### src/hdl/mer_pkg.sv
`timescale 1ns / 1ps
// ----------------------------------------------------------------------------
// mer_pkg
// Types and constants shared by the ellipse rasterizer modules.
// ----------------------------------------------------------------------------
package mer_pkg;

  // Width of the wrapping decision variable and of the emitted points.
  localparam int DEC_W   = 56;
  localparam int POINT_W = 15;

  typedef enum logic {
    OP_START   = 1'b0,
    OP_ADVANCE = 1'b1
  } op_e;

  // Operand pairs for the shared multiplier.
  typedef enum logic [3:0] {
    MUL_NONE,
    MUL_AA,
    MUL_BB,
    MUL_A2_1M2B,
    MUL_B2_X1,
    MUL_A2_YM1,
    MUL_SQ_2X1,
    MUL_B2_P,
    MUL_SQ_YM2,
    MUL_A2_P,
    MUL_A2_B2,
    MUL_B2_2X3,
    MUL_A2_2MY,
    MUL_A2_3MY
  } mul_sel_e;

  // What is done with the registered product.
  typedef enum logic [3:0] {
    ACC_NONE,
    ACC_A2,
    ACC_B2,
    ACC_D_START,
    ACC_LHS,
    ACC_D_LOAD,
    ACC_D_ADD,
    ACC_D_SUB,
    ACC_D_ADD4,
    ACC_R1_Y,
    ACC_R2_X
  } acc_e;

  typedef struct packed {
    logic     load;
    mul_sel_e mul_sel;
    acc_e     acc;
    logic     snap_sign;
    logic     x_inc;
    logic     yh_dec2;
    logic [1:0] quad;
    logic     empty;
  } dp_cmd_t;

  typedef struct packed {
    logic r1_hold;
    logic yh_pos;
  } dp_status_t;

endpackage

### src/hdl/mer_datapath.sv
`timescale 1ns / 1ps
// ----------------------------------------------------------------------------
// mer_datapath
// Ellipse walk registers, one shared multiplier and the point mirroring.
// ----------------------------------------------------------------------------
module mer_datapath #(
  parameter int COORD_BITS = 12
) (
  input  logic                        clk_i,
  input  mer_pkg::dp_cmd_t            cmd_i,
  output mer_pkg::dp_status_t         status_o,
  input  logic [COORD_BITS-1:0]       corner_a_x_i,
  input  logic [COORD_BITS-1:0]       corner_a_y_i,
  input  logic [COORD_BITS-1:0]       corner_b_x_i,
  input  logic [COORD_BITS-1:0]       corner_b_y_i,
  output logic signed [mer_pkg::POINT_W-1:0] point_x_o,
  output logic signed [mer_pkg::POINT_W-1:0] point_y_o
);
  import mer_pkg::*;

  localparam int CX_W   = COORD_BITS + 1;
  localparam int A2_W   = 2 * COORD_BITS;
  localparam int X_W    = COORD_BITS + 1;
  localparam int YH_W   = COORD_BITS + 2;
  localparam int OP_W   = 2 * COORD_BITS + 4;
  localparam int PROD_W = 2 * OP_W;
  localparam int PT_W   = COORD_BITS + 4;

  localparam logic signed [OP_W-1:0] K1 = OP_W'(1);
  localparam logic signed [OP_W-1:0] K2 = OP_W'(2);
  localparam logic signed [OP_W-1:0] K3 = OP_W'(3);
  localparam logic signed [YH_W-1:0] YH_TWO  = YH_W'(2);
  localparam logic signed [YH_W-1:0] YH_ZERO = YH_W'(0);

  logic [CX_W-1:0]              cx_q, cx_d, cy_q, cy_d;
  logic [COORD_BITS-1:0]        ax_len_q, ax_len_d, by_len_q, by_len_d;
  logic [A2_W-1:0]              a2_q, a2_d, b2_q, b2_d;
  logic [X_W-1:0]               x_q, x_d;
  logic signed [YH_W-1:0]       yh_q, yh_d;
  logic [DEC_W-1:0]             d_q, d_d, lhs_q, lhs_d;
  logic signed [DEC_W-1:0]      p_q, p_d;
  logic                         sign_q, sign_d;

  logic signed [OP_W-1:0]       a2_e, b2_e, ax_e, by_e, x_e, yh_e, p_e;
  logic signed [OP_W-1:0]       op_a, op_b;
  logic signed [PROD_W-1:0]     prod;
  logic [DEC_W-1:0]             p_u;
  logic signed [PT_W-1:0]       cx_p, cy_p, x2_p, yh_p, px, py;

  assign a2_e = signed'(OP_W'(a2_q));
  assign b2_e = signed'(OP_W'(b2_q));
  assign ax_e = signed'(OP_W'(ax_len_q));
  assign by_e = signed'(OP_W'(by_len_q));
  assign x_e  = signed'(OP_W'(x_q));
  assign yh_e = OP_W'(yh_q);
  assign p_e  = signed'(p_q[OP_W-1:0]);
  assign p_u  = p_q;

  always_comb begin
    unique case (cmd_i.mul_sel)
      MUL_NONE:    begin op_a = '0;   op_b = '0;                       end
      MUL_AA:      begin op_a = ax_e; op_b = ax_e;                     end
      MUL_BB:      begin op_a = by_e; op_b = by_e;                     end
      MUL_A2_1M2B: begin op_a = a2_e; op_b = K1 - (by_e <<< 1);        end
      MUL_B2_X1:   begin op_a = b2_e; op_b = x_e + K1;                 end
      MUL_A2_YM1:  begin op_a = a2_e; op_b = yh_e - K1;                end
      MUL_SQ_2X1:  begin op_a = (x_e <<< 1) + K1; op_b = (x_e <<< 1) + K1; end
      MUL_B2_P:    begin op_a = b2_e; op_b = p_e;                      end
      MUL_SQ_YM2:  begin op_a = yh_e - K2; op_b = yh_e - K2;           end
      MUL_A2_P:    begin op_a = a2_e; op_b = p_e;                      end
      MUL_A2_B2:   begin op_a = a2_e; op_b = b2_e;                     end
      MUL_B2_2X3:  begin op_a = b2_e; op_b = (x_e <<< 1) + K3;         end
      MUL_A2_2MY:  begin op_a = a2_e; op_b = K2 - yh_e;                end
      MUL_A2_3MY:  begin op_a = a2_e; op_b = K3 - yh_e;                end
      default:     begin op_a = '0;   op_b = '0;                       end
    endcase
  end

  assign prod = op_a * op_b;
  assign p_d  = DEC_W'(prod);

  always_comb begin
    cx_d     = cx_q;
    cy_d     = cy_q;
    ax_len_d = ax_len_q;
    by_len_d = by_len_q;
    a2_d     = a2_q;
    b2_d     = b2_q;
    x_d      = x_q;
    yh_d     = yh_q;
    d_d      = d_q;
    lhs_d    = lhs_q;
    sign_d   = sign_q;

    if (cmd_i.load) begin
      cx_d     = CX_W'(corner_a_x_i) + CX_W'(corner_b_x_i);
      cy_d     = CX_W'(corner_a_y_i) + CX_W'(corner_b_y_i);
      ax_len_d = (corner_a_x_i > corner_b_x_i) ? corner_a_x_i - corner_b_x_i
                                                : corner_b_x_i - corner_a_x_i;
      by_len_d = (corner_a_y_i > corner_b_y_i) ? corner_a_y_i - corner_b_y_i
                                                : corner_b_y_i - corner_a_y_i;
      x_d      = '0;
      yh_d     = signed'(YH_W'(by_len_d));
    end

    if (cmd_i.snap_sign) begin
      sign_d = d_q[DEC_W-1];
    end

    unique case (cmd_i.acc)
      ACC_NONE:    ;
      ACC_A2:      a2_d  = p_u[A2_W-1:0];
      ACC_B2:      b2_d  = p_u[A2_W-1:0];
      ACC_D_START: d_d   = DEC_W'({b2_q, 2'b00}) + p_u;
      ACC_LHS:     lhs_d = p_u;
      ACC_D_LOAD:  d_d   = p_u;
      ACC_D_ADD:   d_d   = d_q + p_u;
      ACC_D_SUB:   d_d   = d_q - p_u;
      ACC_D_ADD4:  d_d   = d_q + (p_u << 2);
      ACC_R1_Y: begin
        if (!sign_q) begin
          d_d  = d_q + (p_u << 2);
          yh_d = yh_q - YH_TWO;
        end
      end
      ACC_R2_X: begin
        if (sign_q) begin
          d_d = d_q + (p_u << 3);
          x_d = x_q + X_W'(1);
        end
      end
      default: ;
    endcase

    if (cmd_i.x_inc) begin
      x_d = x_q + X_W'(1);
    end
    if (cmd_i.yh_dec2) begin
      yh_d = yh_q - YH_TWO;
    end
  end

  always_ff @(posedge clk_i) begin
    cx_q     <= cx_d;
    cy_q     <= cy_d;
    ax_len_q <= ax_len_d;
    by_len_q <= by_len_d;
    a2_q     <= a2_d;
    b2_q     <= b2_d;
    x_q      <= x_d;
    yh_q     <= yh_d;
    d_q      <= d_d;
    lhs_q    <= lhs_d;
    sign_q   <= sign_d;
    p_q      <= p_d;
  end

  // Region 1 holds while Yh >= 2 and 2*B^2*(x+1) < A^2*(Yh-1); the product
  // register holds the right-hand side when this is sampled.
  assign status_o.r1_hold = (yh_q >= YH_TWO) && ((lhs_q << 1) < p_u);
  assign status_o.yh_pos  = (yh_q > YH_ZERO);

  assign cx_p = signed'(PT_W'(cx_q));
  assign cy_p = signed'(PT_W'(cy_q));
  assign x2_p = signed'(PT_W'({x_q, 1'b0}));
  assign yh_p = PT_W'(yh_q);

  // Quadrant order: (+x,+y), (+x,-y), (-x,-y), (-x,+y).
  always_comb begin
    px = cmd_i.quad[1] ? (cx_p - x2_p) : (cx_p + x2_p);
    py = (cmd_i.quad[1] ^ cmd_i.quad[0]) ? (cy_p - yh_p) : (cy_p + yh_p);
  end

  assign point_x_o = cmd_i.empty ? '0 : POINT_W'(px);
  assign point_y_o = cmd_i.empty ? '0 : POINT_W'(py);

endmodule

### src/hdl/mer_ctrl.sv
`timescale 1ns / 1ps
// ----------------------------------------------------------------------------
// mer_ctrl
// Sequencer for the ellipse walk: handshakes, phase and multiplier schedule.
// ----------------------------------------------------------------------------
module mer_ctrl (
  input  logic                clk_i,
  input  logic                rst_ni,
  input  logic                in_valid_i,
  output logic                in_ready_o,
  input  logic                operation_i,
  output logic                out_valid_o,
  input  logic                out_ready_i,
  output logic                empty_res_o,
  output logic                ellipse_done_o,
  output logic                last_of_run_o,
  output mer_pkg::dp_cmd_t    cmd_o,
  input  mer_pkg::dp_status_t status_i
);
  import mer_pkg::*;

  typedef enum logic [4:0] {
    S_IDLE,
    S_ST_SQA, S_ST_SQB, S_ST_DS, S_ST_DS2,
    S_CHK1, S_CHK2, S_CHK3,
    S_R2E1, S_R2E2, S_R2E3, S_R2E4, S_R2E5, S_R2E6,
    S_R1_M1, S_R1_M2, S_R1_M3,
    S_R2_M1, S_R2_M2, S_R2_M3, S_R2_FIN,
    S_EMIT, S_EMPTY
  } state_e;

  typedef enum logic [1:0] {
    PH_IDLE,
    PH_R1,
    PH_R2,
    PH_DONE
  } phase_e;

  localparam logic [1:0] QUAD_LAST = 2'd3;

  state_e     state_q, state_d;
  phase_e     phase_q, phase_d;
  logic [1:0] quad_q, quad_d;
  logic       in_fire;

  assign in_ready_o = (state_q == S_IDLE);
  assign in_fire    = in_valid_i && in_ready_o;

  always_comb begin
    state_d       = state_q;
    phase_d       = phase_q;
    quad_d        = quad_q;
    cmd_o         = '0;
    cmd_o.mul_sel = MUL_NONE;
    cmd_o.acc     = ACC_NONE;
    cmd_o.quad    = quad_q;
    cmd_o.empty   = (state_q == S_EMPTY);

    unique case (state_q)
      S_IDLE: begin
        if (in_fire) begin
          if (op_e'(operation_i) == OP_START) begin
            cmd_o.load = 1'b1;
            state_d    = S_ST_SQA;
          end else begin
            cmd_o.snap_sign = 1'b1;
            unique case (phase_q)
              PH_R1:   state_d = S_R1_M1;
              PH_R2:   state_d = S_R2_M1;
              default: state_d = S_EMPTY;
            endcase
          end
        end
      end
      S_ST_SQA: begin
        cmd_o.mul_sel = MUL_AA;
        state_d       = S_ST_SQB;
      end
      S_ST_SQB: begin
        cmd_o.mul_sel = MUL_BB;
        cmd_o.acc     = ACC_A2;
        state_d       = S_ST_DS;
      end
      S_ST_DS: begin
        cmd_o.mul_sel = MUL_A2_1M2B;
        cmd_o.acc     = ACC_B2;
        state_d       = S_ST_DS2;
      end
      S_ST_DS2: begin
        cmd_o.acc = ACC_D_START;
        state_d   = S_CHK1;
      end
      S_CHK1: begin
        cmd_o.mul_sel = MUL_B2_X1;
        state_d       = S_CHK2;
      end
      S_CHK2: begin
        cmd_o.mul_sel = MUL_A2_YM1;
        cmd_o.acc     = ACC_LHS;
        state_d       = S_CHK3;
      end
      S_CHK3: begin
        if (status_i.r1_hold) begin
          phase_d = PH_R1;
          state_d = S_EMIT;
        end else begin
          state_d = S_R2E1;
        end
      end
      S_R2E1: begin
        cmd_o.mul_sel = MUL_SQ_2X1;
        state_d       = S_R2E2;
      end
      S_R2E2: begin
        cmd_o.mul_sel = MUL_B2_P;
        state_d       = S_R2E3;
      end
      S_R2E3: begin
        cmd_o.mul_sel = MUL_SQ_YM2;
        cmd_o.acc     = ACC_D_LOAD;
        state_d       = S_R2E4;
      end
      S_R2E4: begin
        cmd_o.mul_sel = MUL_A2_P;
        state_d       = S_R2E5;
      end
      S_R2E5: begin
        cmd_o.mul_sel = MUL_A2_B2;
        cmd_o.acc     = ACC_D_ADD;
        state_d       = S_R2E6;
      end
      S_R2E6: begin
        cmd_o.acc = ACC_D_SUB;
        phase_d   = status_i.yh_pos ? PH_R2 : PH_DONE;
        state_d   = S_EMIT;
      end
      S_R1_M1: begin
        cmd_o.mul_sel = MUL_B2_2X3;
        state_d       = S_R1_M2;
      end
      S_R1_M2: begin
        cmd_o.mul_sel = MUL_A2_2MY;
        cmd_o.acc     = ACC_D_ADD4;
        state_d       = S_R1_M3;
      end
      S_R1_M3: begin
        cmd_o.acc   = ACC_R1_Y;
        cmd_o.x_inc = 1'b1;
        state_d     = S_CHK1;
      end
      S_R2_M1: begin
        cmd_o.mul_sel = MUL_A2_3MY;
        state_d       = S_R2_M2;
      end
      S_R2_M2: begin
        cmd_o.mul_sel = MUL_B2_X1;
        cmd_o.acc     = ACC_D_ADD4;
        state_d       = S_R2_M3;
      end
      S_R2_M3: begin
        cmd_o.acc     = ACC_R2_X;
        cmd_o.yh_dec2 = 1'b1;
        state_d       = S_R2_FIN;
      end
      S_R2_FIN: begin
        phase_d = status_i.yh_pos ? PH_R2 : PH_DONE;
        state_d = S_EMIT;
      end
      S_EMIT: begin
        if (out_ready_i) begin
          quad_d = quad_q + 2'd1;
          if (quad_q == QUAD_LAST) begin
            state_d = S_IDLE;
          end
        end
      end
      S_EMPTY: begin
        if (out_ready_i) begin
          state_d = S_IDLE;
        end
      end
      default: state_d = S_IDLE;
    endcase
  end

  always_ff @(posedge clk_i or negedge rst_ni) begin
    if (!rst_ni) begin
      state_q <= S_IDLE;
      phase_q <= PH_IDLE;
      quad_q  <= '0;
    end else begin
      state_q <= state_d;
      phase_q <= phase_d;
      quad_q  <= quad_d;
    end
  end

  assign out_valid_o    = (state_q == S_EMIT) || (state_q == S_EMPTY);
  assign empty_res_o    = (state_q == S_EMPTY);
  assign ellipse_done_o = (state_q == S_EMIT) && (phase_q == PH_DONE);
  assign last_of_run_o  = (state_q == S_EMPTY) ||
                          ((state_q == S_EMIT) && (quad_q == QUAD_LAST));

endmodule

### src/hdl/midpoint_ellipse_rasterizer.sv
`timescale 1ns / 1ps
// ----------------------------------------------------------------------------
// midpoint_ellipse_rasterizer
// Midpoint ellipse walker that emits four mirrored points per position.
// ----------------------------------------------------------------------------
// The input channel (in_valid_i / in_ready_o) takes one request at a time.
// A start request (operation_i = 0) latches two corners and produces the four
// points of the top position; an advance request (operation_i = 1) moves one
// position along the quadrant and produces its four points. An advance before
// any start, or after the final position, produces one empty result.
// Results leave on out_valid_o / out_ready_i, one point per handshake, with
// last_of_run_o marking the final result of a request.
// Flow: a request is taken only while the block is idle. A start runs the
// shared multiplier schedule for the squares, the initial decision value and
// the region check, plus the region-2 setup when it falls straight into
// region 2; a region-1 advance runs its update and the region check (plus
// the setup on the switch into region 2); a region-2 advance runs its update.
// The four results then go out one per cycle while the receiver is ready.
// A request with points needs two to ten products from the single multiplier.
// A stalled receiver holds the current result in place and the block simply
// waits; no request is taken until the last result has been accepted.
// Reset returns the block to idle with no ellipse loaded.
// ----------------------------------------------------------------------------
module midpoint_ellipse_rasterizer #(
  parameter int COORD_BITS = 12
) (
  input  logic                          clk_i,
  input  logic                          rst_ni,
  input  logic                          in_valid_i,
  output logic                          in_ready_o,
  input  logic                          operation_i,
  input  logic [COORD_BITS-1:0]         corner_a_x_i,
  input  logic [COORD_BITS-1:0]         corner_a_y_i,
  input  logic [COORD_BITS-1:0]         corner_b_x_i,
  input  logic [COORD_BITS-1:0]         corner_b_y_i,
  output logic                          out_valid_o,
  input  logic                          out_ready_i,
  output logic signed [mer_pkg::POINT_W-1:0] point_x_o,
  output logic signed [mer_pkg::POINT_W-1:0] point_y_o,
  output logic                          empty_res_o,
  output logic                          ellipse_done_o,
  output logic                          last_of_run_o
);
  import mer_pkg::*;

  // Command and status between the sequencer and the arithmetic.
  dp_cmd_t    cmd;
  dp_status_t status;

  mer_ctrl u_ctrl (
    .clk_i          (clk_i),
    .rst_ni         (rst_ni),
    .in_valid_i     (in_valid_i),
    .in_ready_o     (in_ready_o),
    .operation_i    (operation_i),
    .out_valid_o    (out_valid_o),
    .out_ready_i    (out_ready_i),
    .empty_res_o    (empty_res_o),
    .ellipse_done_o (ellipse_done_o),
    .last_of_run_o  (last_of_run_o),
    .cmd_o          (cmd),
    .status_i       (status)
  );

  // The datapath keeps the decision variable exactly 16 times the real
  // midpoint value, so every update is an integer multiply and add.
  mer_datapath #(
    .COORD_BITS (COORD_BITS)
  ) u_datapath (
    .clk_i        (clk_i),
    .cmd_i        (cmd),
    .status_o     (status),
    .corner_a_x_i (corner_a_x_i),
    .corner_a_y_i (corner_a_y_i),
    .corner_b_x_i (corner_b_x_i),
    .corner_b_y_i (corner_b_y_i),
    .point_x_o    (point_x_o),
    .point_y_o    (point_y_o)
  );

endmodule

### config.mk
export PLATFORM = sky130hd
export DESIGN_NAME = midpoint_ellipse_rasterizer
export DESIGN_NICKNAME = d
export VERILOG_FILES = /design/src/hdl/mer_pkg.sv /design/src/hdl/mer_datapath.sv /design/src/hdl/mer_ctrl.sv /design/src/hdl/midpoint_ellipse_rasterizer.sv
export SDC_FILE = /design/constraint.sdc
export NUM_CORES = 2
export LEC_CHECK = 0
export BUFFER_PORTS_ARGS = -buffer_cell sky130_fd_sc_hd__buf_2
export CORE_ASPECT_RATIO = 0.9
export CORE_MARGIN = 2
export CORE_UTILIZATION = 40
export CTS_CLUSTER_SIZE = 12
export DETAILED_ROUTE_END_ITERATION = 8
export PLACE_DENSITY_LB_ADDON = 0.1
export SLEW_MARGIN = 15
export SYNTH_ARGS = -nofsm -noshare
export SYNTH_HDL_FRONTEND = slang
export SYNTH_SLANG_ARGS = --single-unit
### constraint.sdc
create_clock -name clk_i -period 16.38 [get_ports clk_i]
set_input_delay 2.457 -clock clk_i [delete_from_list [all_inputs] [get_ports clk_i]]
set_output_delay 2.457 -clock clk_i [all_outputs]
set_load 0.02 [all_outputs]
==> summary.txt <==
STA
  • Final hold vios: 0
  • Fmax: 0.0759 GHz
  • Worst-Margin Slew: 1310 ps
  • Final TNS setup: 0 ps
  • Final hold slack: 492 ps
  • Final setup vio count: 0
  • Skew final: 29.3 ps
  • RSZ-0062 raised after global routing: false
  • Max Slew Vio Count: 0
  • Relative slew slack: 11.5%
  • Crit share post-route: 80.4%
  • Final Critical Period: 13170 ps

Yosys
  • Top cells by area, synth: fa_1, ha_1, edfxtp_1
  • Post-synthesis async set-or-reset flop share: 3.00%
  • Post-synthesis net count: 7995
  • Ys flop type: edfxtp_1
  • Post-synth top area share: 27.1%
  • Seq/Total Area, Yosys: 14.3%
  • Area leader, netlist: fa_1
  • Post-synth EDFFs: 209
  • Warnings from Yosys: 0
  • Post-Synthesis Cells: 6638
  • Synthesized cell area: 57100 µm²
  • Synth cell types: 91
  • Yosys reg bits: 300
  • Mean cell area of the mapped netlist: 8.60 µm²

Worst setup path
  • Crit path DAT: 13660 ps
  • Critical path's largest stage delay: 1140 ps
  • Worst r2r src: u_ctrl.state_q[2]
  • Slowest CP cell: fa_1
  • Setup crit end kind: flop
  • Critical path type: flop to flop
  • CP startpoint kind: flop
  • Critical path fanouts, max: 62
  • Crit path from: u_ctrl.state_q[2]
  • Worst EP required: 16870 ps
  • Most frequent cell on the critical path: fa_1

Die
  • FP Rows: 131
  • Die height: 362 µm
  • Die width: 402 µm
  • Initial Util: 40.3%
  • I/O Pins: 88
  • Core ar.: 142000 µm²
  • Die area: 146000 µm²

Global routing
  • Pin count of the biggest net entering global routing: 63
  • Total track usage: 29.3%
  • Congestion Overflow GR: 0
  • Initial antenna violation count: 5
  • Vias in the first global route: 48400
  • First-pass GRT wire length: 321000 µm

Final layout
  • Final instance area: 61200 µm²
  • Share of post-route cells with drive strength above 1: 5.77%
  • Nets: 7942
  • Fillers: 14400
  • Final Util: 43.2%
  • Area growth syn-to-layout: 7.27%

Clocking
  • Num Clock Sinks: 300
  • CTS H-Tree Depth: 2
  • Num CTS Buffers: 40
  • CTS tree: built
  • Clock transition at path regs: 60 ps
  • Postcts setup bufs: 0
  • CTS Root Cell: clkbuf_16
  • CTS Buffer Depth: 3
  • Clock Latency Late Sink: 620 ps
  • Post-CTS Resized: 0
  • CTS Hold Bufs: 0

Placement
  • Gpl congestion: 0.963
  • Buffers on Ports: 87
  • Post-DP HPWL: 172000 µm
  • Post-Place Cell Area: 59800 µm²

Detailed routing
  • Routed via count: 49300
  • Antenna viol nets, final: 0
  • Total Wirelength: 215000 µm
  • Routed vias/inst: 5.81
  • Initial drt markers: 4900
  • Routed len/inst: 25.3 µm
  • DRC Markers: 0
  • Drt pass-1 iters: 6

Job
  • Max-cap violations: 0

Outcome
  • Outcome: complete, no violations

Hold path
  • Hold Crit Class: flop to flop
  • Hold path startpoint: u_ctrl.quad_q[0]
## registers in the layout, summed over array words and instances (netlist names)
signal,cells
u_ctrl.state_q,5
u_datapath.by_len_q,12
u_datapath.x_q,13
u_datapath.sign_q,1
u_ctrl.phase_q,2
u_datapath.d_q,56
u_datapath.ax_len_q,12
u_datapath.p_q,56
u_datapath.cx_q,12
u_datapath.b2_q,24
u_datapath.lhs_q,55
u_datapath.yh_q,14
u_ctrl.quad_q,2
u_datapath.cy_q,12
u_datapath.a2_q,24
## routing by layer
metal	global-route usage [%]	part of all wire [%]	up-vias
met2	43.6	43	2013
li1	-	-	22300
met5	0	0	-
met1	43.9	46	24700
met4	8.28	3.1	0
met3	4.30	7.9	272
## cells by family (layout without fill, tap and decap cells)
family | count (synthesis) | in the layout | share of synthesized area (%)
AND/OR/NAND/NOR | 1834 | 1834 | 14.3
flip-flops | 300 | 300 | 14.3
adder cells (fa/ha/maj) | 1304 | 1304 | 38.8
buffers and inverters | 1259 | 1236 | 8.45
multiplexers | 36 | 36 | 0.647
XOR/XNOR | 398 | 398 | 6.14
other | 0 | 9 | 0
AO/OA/AOI/OAI | 1507 | 1507 | 17.4
## layout by cell type (no fill, tap or decap), types with 37 or more instances in the layout
cell type	n
nand2b_1	52
clkbuf_16	43
o21bai_1	71
nand2_1	705
nand4_1	74
buf_2	87
fa_1	773
and3_1	38
nand3_1	93
a31oi_1	46
nor2b_1	41
nor2_1	576
inv_1	932
xor2_1	126
a21o_1	184
buf_4	140
and2_1	37
edfxtp_1	209
xnor2_1	271
a21oi_1	418
dfxtp_1	82
ha_1	531
nor3_1	86
a221o_1	47
a221oi_1	48
o21ai_0	294
## path summary, 6_finish.rpt
| kind | depth (start not counted) | end | slack, ps |
|---|---|---|---|
| max in group asynchronous | 1 | u_ctrl.state_q[0] | 14490 |
| worst max-delay path | 30 | u_datapath.p_q[53] | 3210 |
| min in group asynchronous | 1 | u_ctrl.state_q[3] | 1700 |
| worst min register to register | 1 | u_ctrl.quad_q[0] | 490 |
| worst max register to register | 30 | u_datapath.p_q[53] | 3210 |
| worst min-delay path | 1 | u_ctrl.quad_q[0] | 490 |
## through the flow
stage	std cells	setup WS [ps]
finish	8486	3210
global route	8478	2590
CTS	8477	3410
detailed placement	8405	3460
global placement	8405	3540
floorplan	6638	5680
## layout make-up
| type | count | area (µm²) | area share, % |
|---|---|---|---|
| inverters | 937 | 3520 | 5.75 |
| well taps | 1862 | 2330 | 3.81 |
| multi-input cells | 5079 | 44400 | 72.5 |
| clock buffers | 54 | 1160 | 1.89 |
| flip-flops and latches | 300 | 8140 | 13.3 |
| repair buffers | 227 | 1490 | 2.43 |
| clock inverters | 18 | 176 | 0.288 |
| diodes | 9 | 22.5 | 0.0368 |
## cells in the mapped netlist, types with 14 or more instances
| cell type | count |
|---|---|
| inv_1 | 933 |
| fa_1 | 773 |
| nand2_1 | 705 |
| nor2_1 | 583 |
| ha_1 | 531 |
| a21oi_1 | 419 |
| o21ai_0 | 296 |
| xnor2_1 | 271 |
| clkbuf_1 | 264 |
| edfxtp_1 | 209 |
| a21o_1 | 184 |
| xor2_1 | 126 |
| nand3_1 | 93 |
| nor3_1 | 90 |
| dfxtp_1 | 82 |
| nand4_1 | 74 |
| o21bai_1 | 71 |
| a221oi_1 | 62 |
| nand2b_1 | 52 |
| a221o_1 | 47 |
| a31oi_1 | 46 |
| nor2b_1 | 41 |
| and3_1 | 38 |
| and2_1 | 37 |
| buf_2 | 37 |
| a211oi_1 | 32 |
| o21a_1 | 32 |
| o22ai_1 | 32 |
| mux2i_1 | 29 |
| o221ai_1 | 29 |
| or3_1 | 29 |
| nor4_1 | 26 |
| o31ai_1 | 26 |
| a22oi_1 | 25 |
| o211ai_1 | 24 |
| a222oi_1 | 21 |
| a211o_1 | 20 |
| a21boi_0 | 18 |
| or4_1 | 16 |
| buf_1 | 15 |
| or2_2 | 14 |
## worst max-delay path, delay by kind of cell, from the launching register on
kind / cells / cell delay [ps]
AOI/OAI and AO/OA: 5 / 1510
and+or+nand+nor: 9 / 3880
DFF: 1 / 1020
adders and majority gates: 9 / 4780
buffers and inverters: 7 / 1800
Power is left out: the tool's default activity adds up to more than one toggle a clock period on the data nets, which glitch-free logic cannot reach.
